File: src/hw/rtl/gradient_stop_table_sampler_macros.svh
// ----------------------------------------------------------------------------
// Gradient stop table sampler assertion macros
// Shared property forms for the concurrent checks of the sampler.
// ----------------------------------------------------------------------------
`ifndef GRADIENT_STOP_TABLE_SAMPLER_MACROS_SVH
`define GRADIENT_STOP_TABLE_SAMPLER_MACROS_SVH

// Same-cycle implication, sampled on clk, off during reset
`define GSTS_ASSERT_NOW(lbl, ante, cons, msg) \
	lbl: assert property (@(posedge clk) disable iff (!arst_n) (ante) |-> (cons)) \
		else $error(msg);

// Next-cycle implication, sampled on clk, off during reset
`define GSTS_ASSERT_NEXT(lbl, ante, cons, msg) \
	lbl: assert property (@(posedge clk) disable iff (!arst_n) (ante) |=> (cons)) \
		else $error(msg);

`endif

File: src/hw/rtl/gsts_pkg.sv
// ----------------------------------------------------------------------------
// Gradient stop table sampler package
// Widths, Q1.15 constants, status codes and types shared by the sampler.
// ----------------------------------------------------------------------------
`default_nettype none

package gsts_pkg;

	localparam int POS_W         = 16;
	localparam int CH_W          = 16;
	localparam int N_CH          = 4;
	localparam int FRAC_W        = 15;
	localparam int DEF_MAX_STOPS = 8;

	localparam logic [POS_W-1:0] ONE_Q15 = 16'h8000;

	localparam logic [1:0] STAT_OK      = 2'd0;
	localparam logic [1:0] STAT_BAD_POS = 2'd1;
	localparam logic [1:0] STAT_BAD_COL = 2'd2;
	localparam logic [1:0] STAT_FULL    = 2'd3;

	// RGBA colour, channel 0 red up to channel 3 alpha
	typedef logic [N_CH-1:0][CH_W-1:0] colour_t;

	// Per-cycle control of the stop cells
	typedef struct packed {
		logic insert;
		logic rotate;
	} cell_ctrl_t;

endpackage

`default_nettype wire

File: src/hw/rtl/gsts_in_if.sv
// ----------------------------------------------------------------------------
// Sampler input channel
// Valid/ready channel carrying one add or sample item.
// ----------------------------------------------------------------------------
`default_nettype none

interface gsts_in_if;
	logic                 valid;
	logic                 ready;
	logic                 func;
	logic [15:0]          stop_pos;
	logic [15:0]          red_in;
	logic [15:0]          green_in;
	logic [15:0]          blue_in;
	logic [15:0]          alpha_in;
	logic signed [16:0]   sample_pos;

	modport source (
		output valid, func, stop_pos, red_in, green_in, blue_in, alpha_in, sample_pos,
		input  ready
	);
	modport sink (
		input  valid, func, stop_pos, red_in, green_in, blue_in, alpha_in, sample_pos,
		output ready
	);
endinterface

`default_nettype wire

File: src/hw/rtl/gsts_out_if.sv
// ----------------------------------------------------------------------------
// Sampler result channel
// Valid/ready channel carrying one status and colour item.
// ----------------------------------------------------------------------------
`default_nettype none

interface gsts_out_if;
	logic        valid;
	logic        ready;
	logic [1:0]  status;
	logic [15:0] red_out;
	logic [15:0] green_out;
	logic [15:0] blue_out;
	logic [15:0] alpha_out;

	modport source (
		output valid, status, red_out, green_out, blue_out, alpha_out,
		input  ready
	);
	modport sink (
		input  valid, status, red_out, green_out, blue_out, alpha_out,
		output ready
	);
endinterface

`default_nettype wire

File: src/hw/rtl/gradient_stop_table_sampler.sv
// An add item is checked and its stop inserted in the add state, and its result is then
// registered from the done state. A sample item that falls between two stops first rotates
// the stop ring once past cell zero while the bracketing stops are picked out, then sets up,
// runs the bit-serial fraction divider (15 quotient bits and a done step), takes the four
// channels through the one shared multiplier and adder, and registers the result. A sample
// on an empty table, or at or outside the end stops, skips the divider and the multiplier.
// One item is worked on at a time; the input is ready again in the cycle after the result is
// registered, and a finished result waits in the output register while the next item is
// accepted. A second result stalls in its last cycle until the output register is taken. The
// stop cells have no reset; only the stop count is cleared.
// ----------------------------------------------------------------------------
// Gradient stop table sampler
// Sorted chain of gradient stop cells with a serial divider and a shared
// interpolation multiplier.
// ----------------------------------------------------------------------------
`default_nettype none

`include "gradient_stop_table_sampler_macros.svh"

module gradient_stop_table_sampler #(
	parameter int MAX_STOPS = gsts_pkg::DEF_MAX_STOPS
) (
	input  wire logic  clk,
	input  wire logic  arst_n,
	gsts_in_if.sink    cmd,
	gsts_out_if.source res
);

	localparam int CW = $clog2(MAX_STOPS + 1);
	localparam logic [CW-1:0] CNT_MAX   = CW'(MAX_STOPS);
	localparam logic [CW-1:0] SCAN_LAST = CW'(MAX_STOPS - 1);

	localparam logic [2:0] ST_IDLE = 3'd0;
	localparam logic [2:0] ST_ADD  = 3'd1;
	localparam logic [2:0] ST_SCAN = 3'd2;
	localparam logic [2:0] ST_EVAL = 3'd3;
	localparam logic [2:0] ST_DIV  = 3'd4;
	localparam logic [2:0] ST_MUL  = 3'd5;
	localparam logic [2:0] ST_SUM  = 3'd6;
	localparam logic [2:0] ST_DONE = 3'd7;

	logic [2:0]                     state_q;
	logic [CW-1:0]                  cnt_q;
	logic [CW-1:0]                  scan_q;
	logic [1:0]                     ch_q;
	logic                           out_valid_q;
	logic                           hold_q;
	logic                           found_lo_q;
	logic                           found_hi_q;

	logic                           func_q;
	logic [gsts_pkg::POS_W-1:0]     pos_q;
	gsts_pkg::colour_t              new_col_q;
	logic [gsts_pkg::POS_W-1:0]     t_q;
	logic [gsts_pkg::POS_W-1:0]     lo_pos_q;
	logic [gsts_pkg::POS_W-1:0]     hi_pos_q;
	gsts_pkg::colour_t              lo_col_q;
	gsts_pkg::colour_t              hi_col_q;
	logic [gsts_pkg::FRAC_W-1:0]    frac_q;
	logic signed [32:0]             prod_q;
	logic [1:0]                     stat_q;
	gsts_pkg::colour_t              work_col_q;
	logic [1:0]                     out_stat_q;
	gsts_pkg::colour_t              out_col_q;

	logic                           accept;
	logic [gsts_pkg::POS_W-1:0]     t_clamped;
	logic [1:0]                     add_stat;
	gsts_pkg::cell_ctrl_t           cell_ctrl;
	logic                           div_start;
	logic                           div_done;
	logic [gsts_pkg::FRAC_W-1:0]    div_quo;
	logic signed [16:0]             ch_diff;
	logic signed [15:0]             frac_s;
	logic signed [32:0]             prod_d;
	logic signed [32:0]             prod_adj;
	logic signed [17:0]             ch_sum;
	logic                           out_free;

	logic [gsts_pkg::POS_W-1:0]     cell_pos [MAX_STOPS];
	gsts_pkg::colour_t              cell_col [MAX_STOPS];
	logic                           cell_gt  [MAX_STOPS];

	assign accept    = cmd.valid && cmd.ready;
	assign cmd.ready = (state_q == ST_IDLE);
	assign out_free  = !out_valid_q || res.ready;

	// Clamp the sample point to 0..1.0
	always_comb begin
		if (cmd.sample_pos[16]) begin
			t_clamped = '0;
		end else if (cmd.sample_pos[15:0] > gsts_pkg::ONE_Q15) begin
			t_clamped = gsts_pkg::ONE_Q15;
		end else begin
			t_clamped = cmd.sample_pos[15:0];
		end
	end

	// Check a new stop: position, then colour, then room
	always_comb begin
		logic bad_col;
		bad_col = 1'b0;
		for (int c = 0; c < gsts_pkg::N_CH; c++) begin
			if (new_col_q[c] > gsts_pkg::ONE_Q15) begin
				bad_col = 1'b1;
			end
		end
		priority if (pos_q > gsts_pkg::ONE_Q15) begin
			add_stat = gsts_pkg::STAT_BAD_POS;
		end else if (bad_col) begin
			add_stat = gsts_pkg::STAT_BAD_COL;
		end else if (cnt_q == CNT_MAX) begin
			add_stat = gsts_pkg::STAT_FULL;
		end else begin
			add_stat = gsts_pkg::STAT_OK;
		end
	end

	assign cell_ctrl.insert = (state_q == ST_ADD) && (add_stat == gsts_pkg::STAT_OK);
	assign cell_ctrl.rotate = (state_q == ST_SCAN);

	// Chain of stop cells, cell zero at the low end
	for (genvar i = 0; i < MAX_STOPS; i++) begin : g_cell
		localparam logic [CW-1:0] IDX = CW'(i);
		localparam int NXT = (i + 1) % MAX_STOPS;
		localparam int PRV = (i == 0) ? 0 : i - 1;

		gsts_cell u_cell (
			.clk      (clk),
			.ctrl     (cell_ctrl),
			.occupied (IDX < cnt_q),
			.at_count (IDX == cnt_q),
			.new_pos  (pos_q),
			.new_col  (new_col_q),
			.prev_gt  ((i == 0) ? 1'b0 : cell_gt[PRV]),
			.prev_pos (cell_pos[PRV]),
			.prev_col (cell_col[PRV]),
			.next_pos (cell_pos[NXT]),
			.next_col (cell_col[NXT]),
			.gt       (cell_gt[i]),
			.pos      (cell_pos[i]),
			.col      (cell_col[i])
		);
	end

	// Fraction divider
	assign div_start = (state_q == ST_EVAL) && found_hi_q;

	gsts_div u_div (
		.clk      (clk),
		.arst_n   (arst_n),
		.start    (div_start),
		.dividend (t_q - lo_pos_q),
		.divisor  (hi_pos_q - lo_pos_q),
		.done     (div_done),
		.quotient (div_quo)
	);

	// Shared channel multiply and truncating rescale
	assign ch_diff  = $signed({1'b0, hi_col_q[ch_q]}) - $signed({1'b0, lo_col_q[ch_q]});
	assign frac_s   = $signed({1'b0, frac_q});
	assign prod_d   = ch_diff * frac_s;
	assign prod_adj = prod_q[32] ? (prod_q + 33'sd32767) : prod_q;
	assign ch_sum   = $signed({2'b00, lo_col_q[ch_q]}) + prod_adj[32:15];

	// Control sequencer
	always_ff @(posedge clk or negedge arst_n) begin
		if (!arst_n) begin
			state_q     <= ST_IDLE;
			cnt_q       <= '0;
			scan_q      <= '0;
			ch_q        <= '0;
			out_valid_q <= 1'b0;
			hold_q      <= 1'b0;
			found_lo_q  <= 1'b0;
			found_hi_q  <= 1'b0;
		end else begin
			// Load a finished result, or drop the one just taken
			if (state_q == ST_DONE && out_free) begin
				out_valid_q <= 1'b1;
			end else if (res.ready) begin
				out_valid_q <= 1'b0;
			end
			unique case (state_q)
				ST_IDLE: begin
					if (accept) begin
						state_q    <= cmd.func ? ST_SCAN : ST_ADD;
						scan_q     <= '0;
						hold_q     <= 1'b0;
						found_lo_q <= 1'b0;
						found_hi_q <= 1'b0;
					end
				end
				ST_ADD: begin
					if (add_stat == gsts_pkg::STAT_OK) begin
						cnt_q <= cnt_q + CW'(1);
					end
					state_q <= ST_DONE;
				end
				ST_SCAN: begin
					if (scan_q < cnt_q && !hold_q) begin
						if (scan_q == '0 && t_q <= cell_pos[0]) begin
							found_lo_q <= 1'b1;
							hold_q     <= 1'b1;
						end else if (cell_pos[0] <= t_q) begin
							found_lo_q <= 1'b1;
						end else begin
							found_hi_q <= 1'b1;
							hold_q     <= 1'b1;
						end
					end
					scan_q <= scan_q + CW'(1);
					if (scan_q == SCAN_LAST) begin
						state_q <= ST_EVAL;
					end
				end
				ST_EVAL: begin
					state_q <= found_hi_q ? ST_DIV : ST_DONE;
				end
				ST_DIV: begin
					if (div_done) begin
						ch_q    <= '0;
						state_q <= ST_MUL;
					end
				end
				ST_MUL: begin
					state_q <= ST_SUM;
				end
				ST_SUM: begin
					ch_q    <= ch_q + 2'd1;
					state_q <= (ch_q == 2'd3) ? ST_DONE : ST_MUL;
				end
				ST_DONE: begin
					if (out_free) begin
						state_q <= ST_IDLE;
					end
				end
				default: begin
					state_q <= ST_IDLE;
				end
			endcase
		end
	end

	// Item, bracket and result payload
	always_ff @(posedge clk) begin
		if (accept) begin
			func_q       <= cmd.func;
			pos_q        <= cmd.stop_pos;
			new_col_q[0] <= cmd.red_in;
			new_col_q[1] <= cmd.green_in;
			new_col_q[2] <= cmd.blue_in;
			new_col_q[3] <= cmd.alpha_in;
			t_q          <= t_clamped;
		end
		if (state_q == ST_ADD) begin
			stat_q     <= add_stat;
			work_col_q <= '0;
		end
		if (state_q == ST_SCAN && scan_q < cnt_q && !hold_q) begin
			if ((scan_q == '0 && t_q <= cell_pos[0]) || cell_pos[0] <= t_q) begin
				lo_pos_q <= cell_pos[0];
				lo_col_q <= cell_col[0];
			end else begin
				hi_pos_q <= cell_pos[0];
				hi_col_q <= cell_col[0];
			end
		end
		if (state_q == ST_EVAL) begin
			stat_q     <= gsts_pkg::STAT_OK;
			work_col_q <= found_lo_q ? lo_col_q : '0;
		end
		if (state_q == ST_DIV && div_done) begin
			frac_q <= div_quo;
		end
		if (state_q == ST_MUL) begin
			prod_q <= prod_d;
		end
		if (state_q == ST_SUM) begin
			work_col_q[ch_q] <= ch_sum[15:0];
		end
		if (state_q == ST_DONE && out_free) begin
			out_stat_q <= func_q ? gsts_pkg::STAT_OK : stat_q;
			out_col_q  <= work_col_q;
		end
	end

	assign res.valid     = out_valid_q;
	assign res.status    = out_stat_q;
	assign res.red_out   = out_col_q[0];
	assign res.green_out = out_col_q[1];
	assign res.blue_out  = out_col_q[2];
	assign res.alpha_out = out_col_q[3];

	// Checks
	`GSTS_ASSERT_NEXT(a_cnt_hold, state_q != ST_ADD, $stable(cnt_q), "count changed outside an add")
	`GSTS_ASSERT_NOW(a_cnt_bound, 1'b1, cnt_q <= CNT_MAX, "stop count above table depth")
	`GSTS_ASSERT_NOW(a_hi_needs_lo, found_hi_q, found_lo_q, "upper stop found without lower stop")
	`GSTS_ASSERT_NOW(a_div_in_div, div_done, state_q == ST_DIV, "divider done outside divide")

endmodule

`default_nettype wire

File: src/hw/rtl/gsts_cell.sv
// ----------------------------------------------------------------------------
// Gradient stop cell
// Holds one stop; shifts up on insert, rotates down during a sample scan.
// ----------------------------------------------------------------------------
`default_nettype none

module gsts_cell (
	input  wire logic                         clk,
	input  wire gsts_pkg::cell_ctrl_t         ctrl,
	input  wire logic                         occupied,
	input  wire logic                         at_count,
	input  wire logic [gsts_pkg::POS_W-1:0]   new_pos,
	input  wire gsts_pkg::colour_t            new_col,
	input  wire logic                         prev_gt,
	input  wire logic [gsts_pkg::POS_W-1:0]   prev_pos,
	input  wire gsts_pkg::colour_t            prev_col,
	input  wire logic [gsts_pkg::POS_W-1:0]   next_pos,
	input  wire gsts_pkg::colour_t            next_col,
	output logic                              gt,
	output logic [gsts_pkg::POS_W-1:0]        pos,
	output gsts_pkg::colour_t                 col
);

	logic [gsts_pkg::POS_W-1:0] pos_q;
	gsts_pkg::colour_t          col_q;

	// Flag a held stop that lies strictly above the new one
	assign gt  = occupied && (pos_q > new_pos);
	assign pos = pos_q;
	assign col = col_q;

	// Rotate toward cell zero, or open a slot for the new stop
	always_ff @(posedge clk) begin
		if (ctrl.rotate) begin
			pos_q <= next_pos;
			col_q <= next_col;
		end else if (ctrl.insert) begin
			if (prev_gt) begin
				pos_q <= prev_pos;
				col_q <= prev_col;
			end else if (gt || at_count) begin
				pos_q <= new_pos;
				col_q <= new_col;
			end
		end
	end

endmodule

`default_nettype wire

File: src/hw/rtl/gsts_div.sv
// ----------------------------------------------------------------------------
// Local fraction divider
// Restoring divider: (dividend << FRAC_W) / divisor, one bit per cycle.
// ----------------------------------------------------------------------------
`default_nettype none

module gsts_div (
	input  wire logic                          clk,
	input  wire logic                          arst_n,
	input  wire logic                          start,
	input  wire logic [gsts_pkg::POS_W-1:0]    dividend,
	input  wire logic [gsts_pkg::POS_W-1:0]    divisor,
	output logic                               done,
	output logic [gsts_pkg::FRAC_W-1:0]        quotient
);

	localparam int STEP_W = $clog2(gsts_pkg::FRAC_W);
	localparam logic [STEP_W-1:0] LAST_STEP = STEP_W'(gsts_pkg::FRAC_W - 1);

	logic                             busy_q;
	logic                             done_q;
	logic [STEP_W-1:0]                step_q;
	logic [gsts_pkg::POS_W:0]         rem_q;
	logic [gsts_pkg::POS_W-1:0]       dvs_q;
	logic [gsts_pkg::FRAC_W-1:0]      quo_q;
	logic [gsts_pkg::POS_W:0]         shifted;
	logic                             fits;

	// Shift in a zero and try the divisor
	assign shifted = {rem_q[gsts_pkg::POS_W-1:0], 1'b0};
	assign fits    = shifted >= {1'b0, dvs_q};

	// Sequence the steps
	always_ff @(posedge clk or negedge arst_n) begin
		if (!arst_n) begin
			busy_q <= 1'b0;
			done_q <= 1'b0;
			step_q <= '0;
		end else begin
			done_q <= 1'b0;
			if (start) begin
				busy_q <= 1'b1;
				step_q <= '0;
			end else if (busy_q) begin
				step_q <= step_q + STEP_W'(1);
				if (step_q == LAST_STEP) begin
					busy_q <= 1'b0;
					done_q <= 1'b1;
				end
			end
		end
	end

	// Develop one quotient bit per step
	always_ff @(posedge clk) begin
		if (start) begin
			rem_q <= {1'b0, dividend};
			dvs_q <= divisor;
			quo_q <= '0;
		end else if (busy_q) begin
			rem_q <= fits ? (shifted - {1'b0, dvs_q}) : shifted;
			quo_q <= {quo_q[gsts_pkg::FRAC_W-2:0], fits};
		end
	end

	assign done     = done_q;
	assign quotient = quo_q;

endmodule

`default_nettype wire

File: src/flat_wrapper.sv
// flat-port wrapper written by rule: the top's interface ports become plain ports
module gradient_stop_table_sampler_flat 
#(
	parameter int MAX_STOPS = gsts_pkg::DEF_MAX_STOPS
)
  (clk, arst_n, cmd_valid, cmd_func, cmd_stop_pos, cmd_red_in, cmd_green_in, cmd_blue_in, cmd_alpha_in, cmd_sample_pos, cmd_ready, res_valid, res_status, res_red_out, res_green_out, res_blue_out, res_alpha_out, res_ready);
  gsts_in_if cmd_i ();
  gsts_out_if res_i ();
  input  wire logic clk;
  input  wire logic arst_n;
  input wire logic [$bits(cmd_i.valid)-1:0] cmd_valid;
  input wire logic [$bits(cmd_i.func)-1:0] cmd_func;
  input wire logic [$bits(cmd_i.stop_pos)-1:0] cmd_stop_pos;
  input wire logic [$bits(cmd_i.red_in)-1:0] cmd_red_in;
  input wire logic [$bits(cmd_i.green_in)-1:0] cmd_green_in;
  input wire logic [$bits(cmd_i.blue_in)-1:0] cmd_blue_in;
  input wire logic [$bits(cmd_i.alpha_in)-1:0] cmd_alpha_in;
  input wire logic [$bits(cmd_i.sample_pos)-1:0] cmd_sample_pos;
  output wire logic [$bits(cmd_i.ready)-1:0] cmd_ready;
  output wire logic [$bits(res_i.valid)-1:0] res_valid;
  output wire logic [$bits(res_i.status)-1:0] res_status;
  output wire logic [$bits(res_i.red_out)-1:0] res_red_out;
  output wire logic [$bits(res_i.green_out)-1:0] res_green_out;
  output wire logic [$bits(res_i.blue_out)-1:0] res_blue_out;
  output wire logic [$bits(res_i.alpha_out)-1:0] res_alpha_out;
  input wire logic [$bits(res_i.ready)-1:0] res_ready;
  assign cmd_i.valid = cmd_valid;
  assign cmd_i.func = cmd_func;
  assign cmd_i.stop_pos = cmd_stop_pos;
  assign cmd_i.red_in = cmd_red_in;
  assign cmd_i.green_in = cmd_green_in;
  assign cmd_i.blue_in = cmd_blue_in;
  assign cmd_i.alpha_in = cmd_alpha_in;
  assign cmd_i.sample_pos = cmd_sample_pos;
  assign cmd_ready = cmd_i.ready;
  assign res_valid = res_i.valid;
  assign res_status = res_i.status;
  assign res_red_out = res_i.red_out;
  assign res_green_out = res_i.green_out;
  assign res_blue_out = res_i.blue_out;
  assign res_alpha_out = res_i.alpha_out;
  assign res_i.ready = res_ready;
  gradient_stop_table_sampler #(.MAX_STOPS(MAX_STOPS)) u_core (.clk(clk), .arst_n(arst_n), .cmd(cmd_i), .res(res_i));
endmodule
File: config.mk
export PLATFORM = sky130hd
export DESIGN_NAME = gradient_stop_table_sampler_flat
export DESIGN_NICKNAME = d
export VERILOG_FILES = /design/src/hw/rtl/gsts_pkg.sv /design/src/hw/rtl/gsts_in_if.sv /design/src/hw/rtl/gsts_out_if.sv /design/src/hw/rtl/gradient_stop_table_sampler.sv /design/src/hw/rtl/gsts_cell.sv /design/src/hw/rtl/gsts_div.sv /design/src/flat_wrapper.sv
export VERILOG_INCLUDE_DIRS = /design/src /design/src/hw/rtl
export SDC_FILE = /design/constraint.sdc
export NUM_CORES = 2
export LEC_CHECK = 0
export ABC_AREA = 1
export BUFFER_PORTS_ARGS = -buffer_cell sky130_fd_sc_hd__buf_2
export CORE_ASPECT_RATIO = 0.7
export CORE_MARGIN = 5
export CORE_UTILIZATION = 43
export CTS_BUF_LIST = sky130_fd_sc_hd__clkbuf_4
export CTS_CLUSTER_SIZE = 30
export DETAILED_ROUTE_END_ITERATION = 8
export GPL_TIMING_DRIVEN = 0
export SLEW_MARGIN = 30
export SYNTH_ARGS = -nofsm -noshare
export SYNTH_HDL_FRONTEND = slang
export SYNTH_SLANG_ARGS = --single-unit
File: constraint.sdc
create_clock -name clk -period 8.9 [get_ports clk]
set_clock_uncertainty 0.2 [all_clocks]
set_input_delay 1.335 -clock clk [delete_from_list [all_inputs] [get_ports clk]]
set_output_delay 1.335 -clock clk [all_outputs]
set_load 0.05 [all_outputs]
==> flow_metrics.py <==
metrics = {
    "outcome": {
        "status": "finished, final reports clean",
    },
    "grt": {
        "grt_pass1_vias": 58910,
        "grt_max_degree": 65,
        "grt_usage_pct": 28.37,
        "antenna_found_initial": 18,
        "grt_overflow": 0,
        "grt_pass1_wl_mm": 378.1,
    },
    "cts": {
        "cts-root-buf": "clkbuf_4",
        "cts_tree": "built",
        "cts_max_level": 5,
        "clkTransAtPathRegs_ns": 0.07,
        "clock_latency_ns": 1.35,
        "clockBufferDepth": 4,
        "cts_buffers": 313,
        "cts.sinks": 1146,
    },
    "logic_synthesis": {
        "syn_inst": 8440,
        "synth_common_cells": "nand2_1 (2486), nand3_1 (1199), inv_1 (1153)",
        "yosysMostFrequentCell": "nand2_1",
        "ys.flop_type": "edfxtp_1",
        "yosys-top-cells-area": "edfxtp_1 (43%), nand2_1 (13%), nand3_1 (8.3%)",
        "yosysTopAreaCell": "edfxtp_1",
        "async_flop_share_pct": 2.007,
        "synth_top_area_share_pct": 43.28,
        "yosysSeqAreaShare_pct": 46.32,
        "avgSynthCellArea_sq_um": 8.566,
        "ys_warn_count": 0,
        "synth-edff-count": 1042,
        "syn-num-nets": 9125,
        "ys_ff_latch": 1146,
        "synth_cell_type_count": 61,
        "syn-cell-area_sq_um": 72290,
    },
    "critical_path": {
        "crit_fanout": 10,
        "max_stage_delay_ns": 0.55,
        "cp_common_cell": "nand2_1",
        "crit_required_ns": 9.69,
        "path_class": "reg2reg",
        "crit_path_end_kind": "flop",
        "start_kind": "flop",
        "critPathSlowestCell": "fa_1",
        "critPathArrivalTime_ns": 9.39,
    },
    "floorplan": {
        "die_area_sq_um": 176600,
        "die_y_um": 353.1,
        "row_count": 125,
        "coreArea_sq_um": 166600,
        "fp.dieW_um": 500.1,
        "start_util_pct": 43.40,
        "io_pins": 170,
    },
    "placement": {
        "pre_cts_ws_ns": -0.8678,
        "dp_hpwl_mm": 195.0,
        "port_buffers": 169,
        "place_inst": 10860,
        "routabilityCongestion": 0.9656,
    },
    "timing": {
        "fin_ws_ns": 0.2952,
        "slew_headroom_pct": 26.53,
        "worst_pin_slew_ns": 1.101,
        "clock.fmax_mhz": 116.2,
        "maxSlewViolCount": 0,
        "finalCritPeriodShare_pct": 96.68,
        "hold_ws_ns": 0.1168,
        "setup_viol": 0,
        "hold_viol": 0,
        "min_period_ns": 8.605,
    },
    "route": {
        "drt_wl_total_mm": 256.9,
        "ant_nets": 0,
        "drtIter0Drc": 8125,
        "vias_per_cell": 5.503,
        "route.detailed.drc": 0,
        "dr_total_vias": 63190,
        "drt_pass1_iterations": 9,
        "routedWlPerCell_um": 22.37,
    },
    "job": {
        "max_cap_viol_count": 0,
    },
    "final_layout": {
        "synthToLayoutAreaGrowth_pct": 13.08,
        "nets": 9727,
        "final_cells": 11480,
        "layout-drive-gt1-share_pct": 10.82,
    },
    "worst_hold_path": {
        "worstHoldPathType": "in2reg",
    },
}
## sequential cells by signal (all words and copies together), names as in the netlist, 15 cells and up
register / count
u_core.g_cell.u_cell.pos: 128
u_core.hi_col_q: 64
u_core.u_div.dvs_q: 16
u_core.frac_q: 15
u_core.prod_q: 32
u_core.g_cell.u_cell.col: 512
u_core.new_col_q: 64
u_core.work_col_q: 64
u_core.pos_q: 16
u_core.lo_pos_q: 16
u_core.res.red_out: 16
u_core.res.blue_out: 16
u_core.res.green_out: 16
u_core.lo_col_q: 64
u_core.hi_pos_q: 16
u_core.res.alpha_out: 16
u_core.u_div.quotient: 15
u_core.u_div.rem_q: 16
u_core.t_q: 16
## layout make-up
| cell class | instances | area (sq um) |
|---|---|---|
| Timing Repair Buffer | 287 | 2395 |
| Sequential cell | 1146 | 33490 |
| Fill cell | 16110 | 84820 |
| Clock inverter | 72 | 314.1 |
| Antenna cell | 16 | 40.04 |
| Tap cell | 2222 | 2780 |
| Clock buffer | 446 | 3348 |
| Inverter | 1223 | 4641 |
| Buffer | 402 | 1793 |
| Multi-Input combinational cell | 5669 | 32950 |
## routing by layer
metal  track usage [%]  vias to the layer above  wire [um]
li1                  -                    29090          -
met5                 0                        -         27
met2             38.10                     3650      99960
met4             7.585                        4       6234
met1             44.51                    30060     117500
met3             7.540                      390      33170
## cells by family after synthesis
group | after synthesis | share of synthesized area [%]
adder cells (fa/ha/maj) | 583 | 12.83
buffers and inverters | 1625 | 8.749
flip-flops | 1146 | 46.32
XOR/XNOR | 75 | 0.9294
AND/OR/NAND/NOR | 4396 | 26.20
AO/OA/AOI/OAI | 615 | 4.965
## path summary, 6_finish.rpt
check	from	endpoint	slack (ns)	cells past startpoint
worst max-delay path	u_core.ch_q[0]$_DFFE_PN0P_	u_core.prod_q[32]$_DFFE_PP_	0.30	37
worst min-delay path	cmd_alpha_in[4]	u_core.new_col_q[52]$_DFFE_PP_	0.12	1
worst max register to register	u_core.ch_q[0]$_DFFE_PN0P_	u_core.prod_q[32]$_DFFE_PP_	0.30	37
worst min register to register	u_core.work_col_q[44]$_DFF_P_	u_core.res.blue_out[12]$_DFFE_PP_	0.24	0
max in group asynchronous	arst_n	u_core.ch_q[1]$_DFFE_PN0P_	7.29	2
min in group asynchronous	arst_n	u_core.cnt_q[3]$_DFFE_PN0P_	0.53	2
## per-stage QoR
stage	utilization (%)	instance area [sq um]	setup TNS, ns
floorplan	-	72290	0
global placement	45.58	75920	-129.93
detailed placement	46.05	76700	-9.699
CTS	48.84	81350	0
global route	49.06	81720	-0.06008
finish	49.08	81750	0
## worst max-delay path: cells and delay by family, from the launching register on
family	cells	cell delay, ns
fa+ha+maj	9	4.09
simple gates	17	2.15
buf+inv	9	1.01
compound gates	2	0.45
flops	1	0.44
## cells in the final DEF, fill, tap and decap left out, types with 34 or more instances in the layout
master / count
ha_1: 315
a21oi_1: 227
inv_1: 1141
o21ai_0: 210
dfxtp_1: 81
xor2_1: 49
a22oi_1: 34
edfxtp_1: 1042
nand2_1: 2472
dlygate4sd3_1: 78
nor2_1: 389
nand3_1: 1198
clkinv_1: 108
fa_1: 258
nand4_1: 117
clkbuf_1: 205
nand3b_1: 111
buf_2: 315
clkbuf_4: 453
## timing repair
item	4_1_cts	5_1_grt
endpoints found under the setup margin	19	18
resized for setup	45	66
hold buffers	78	0
pin swaps	0	6
endpoints found under the hold margin	100	0
buffers inserted	3	10
Power is not shown: default switching activity piles up to over one toggle a cycle in this logic, so the estimate is an artifact.
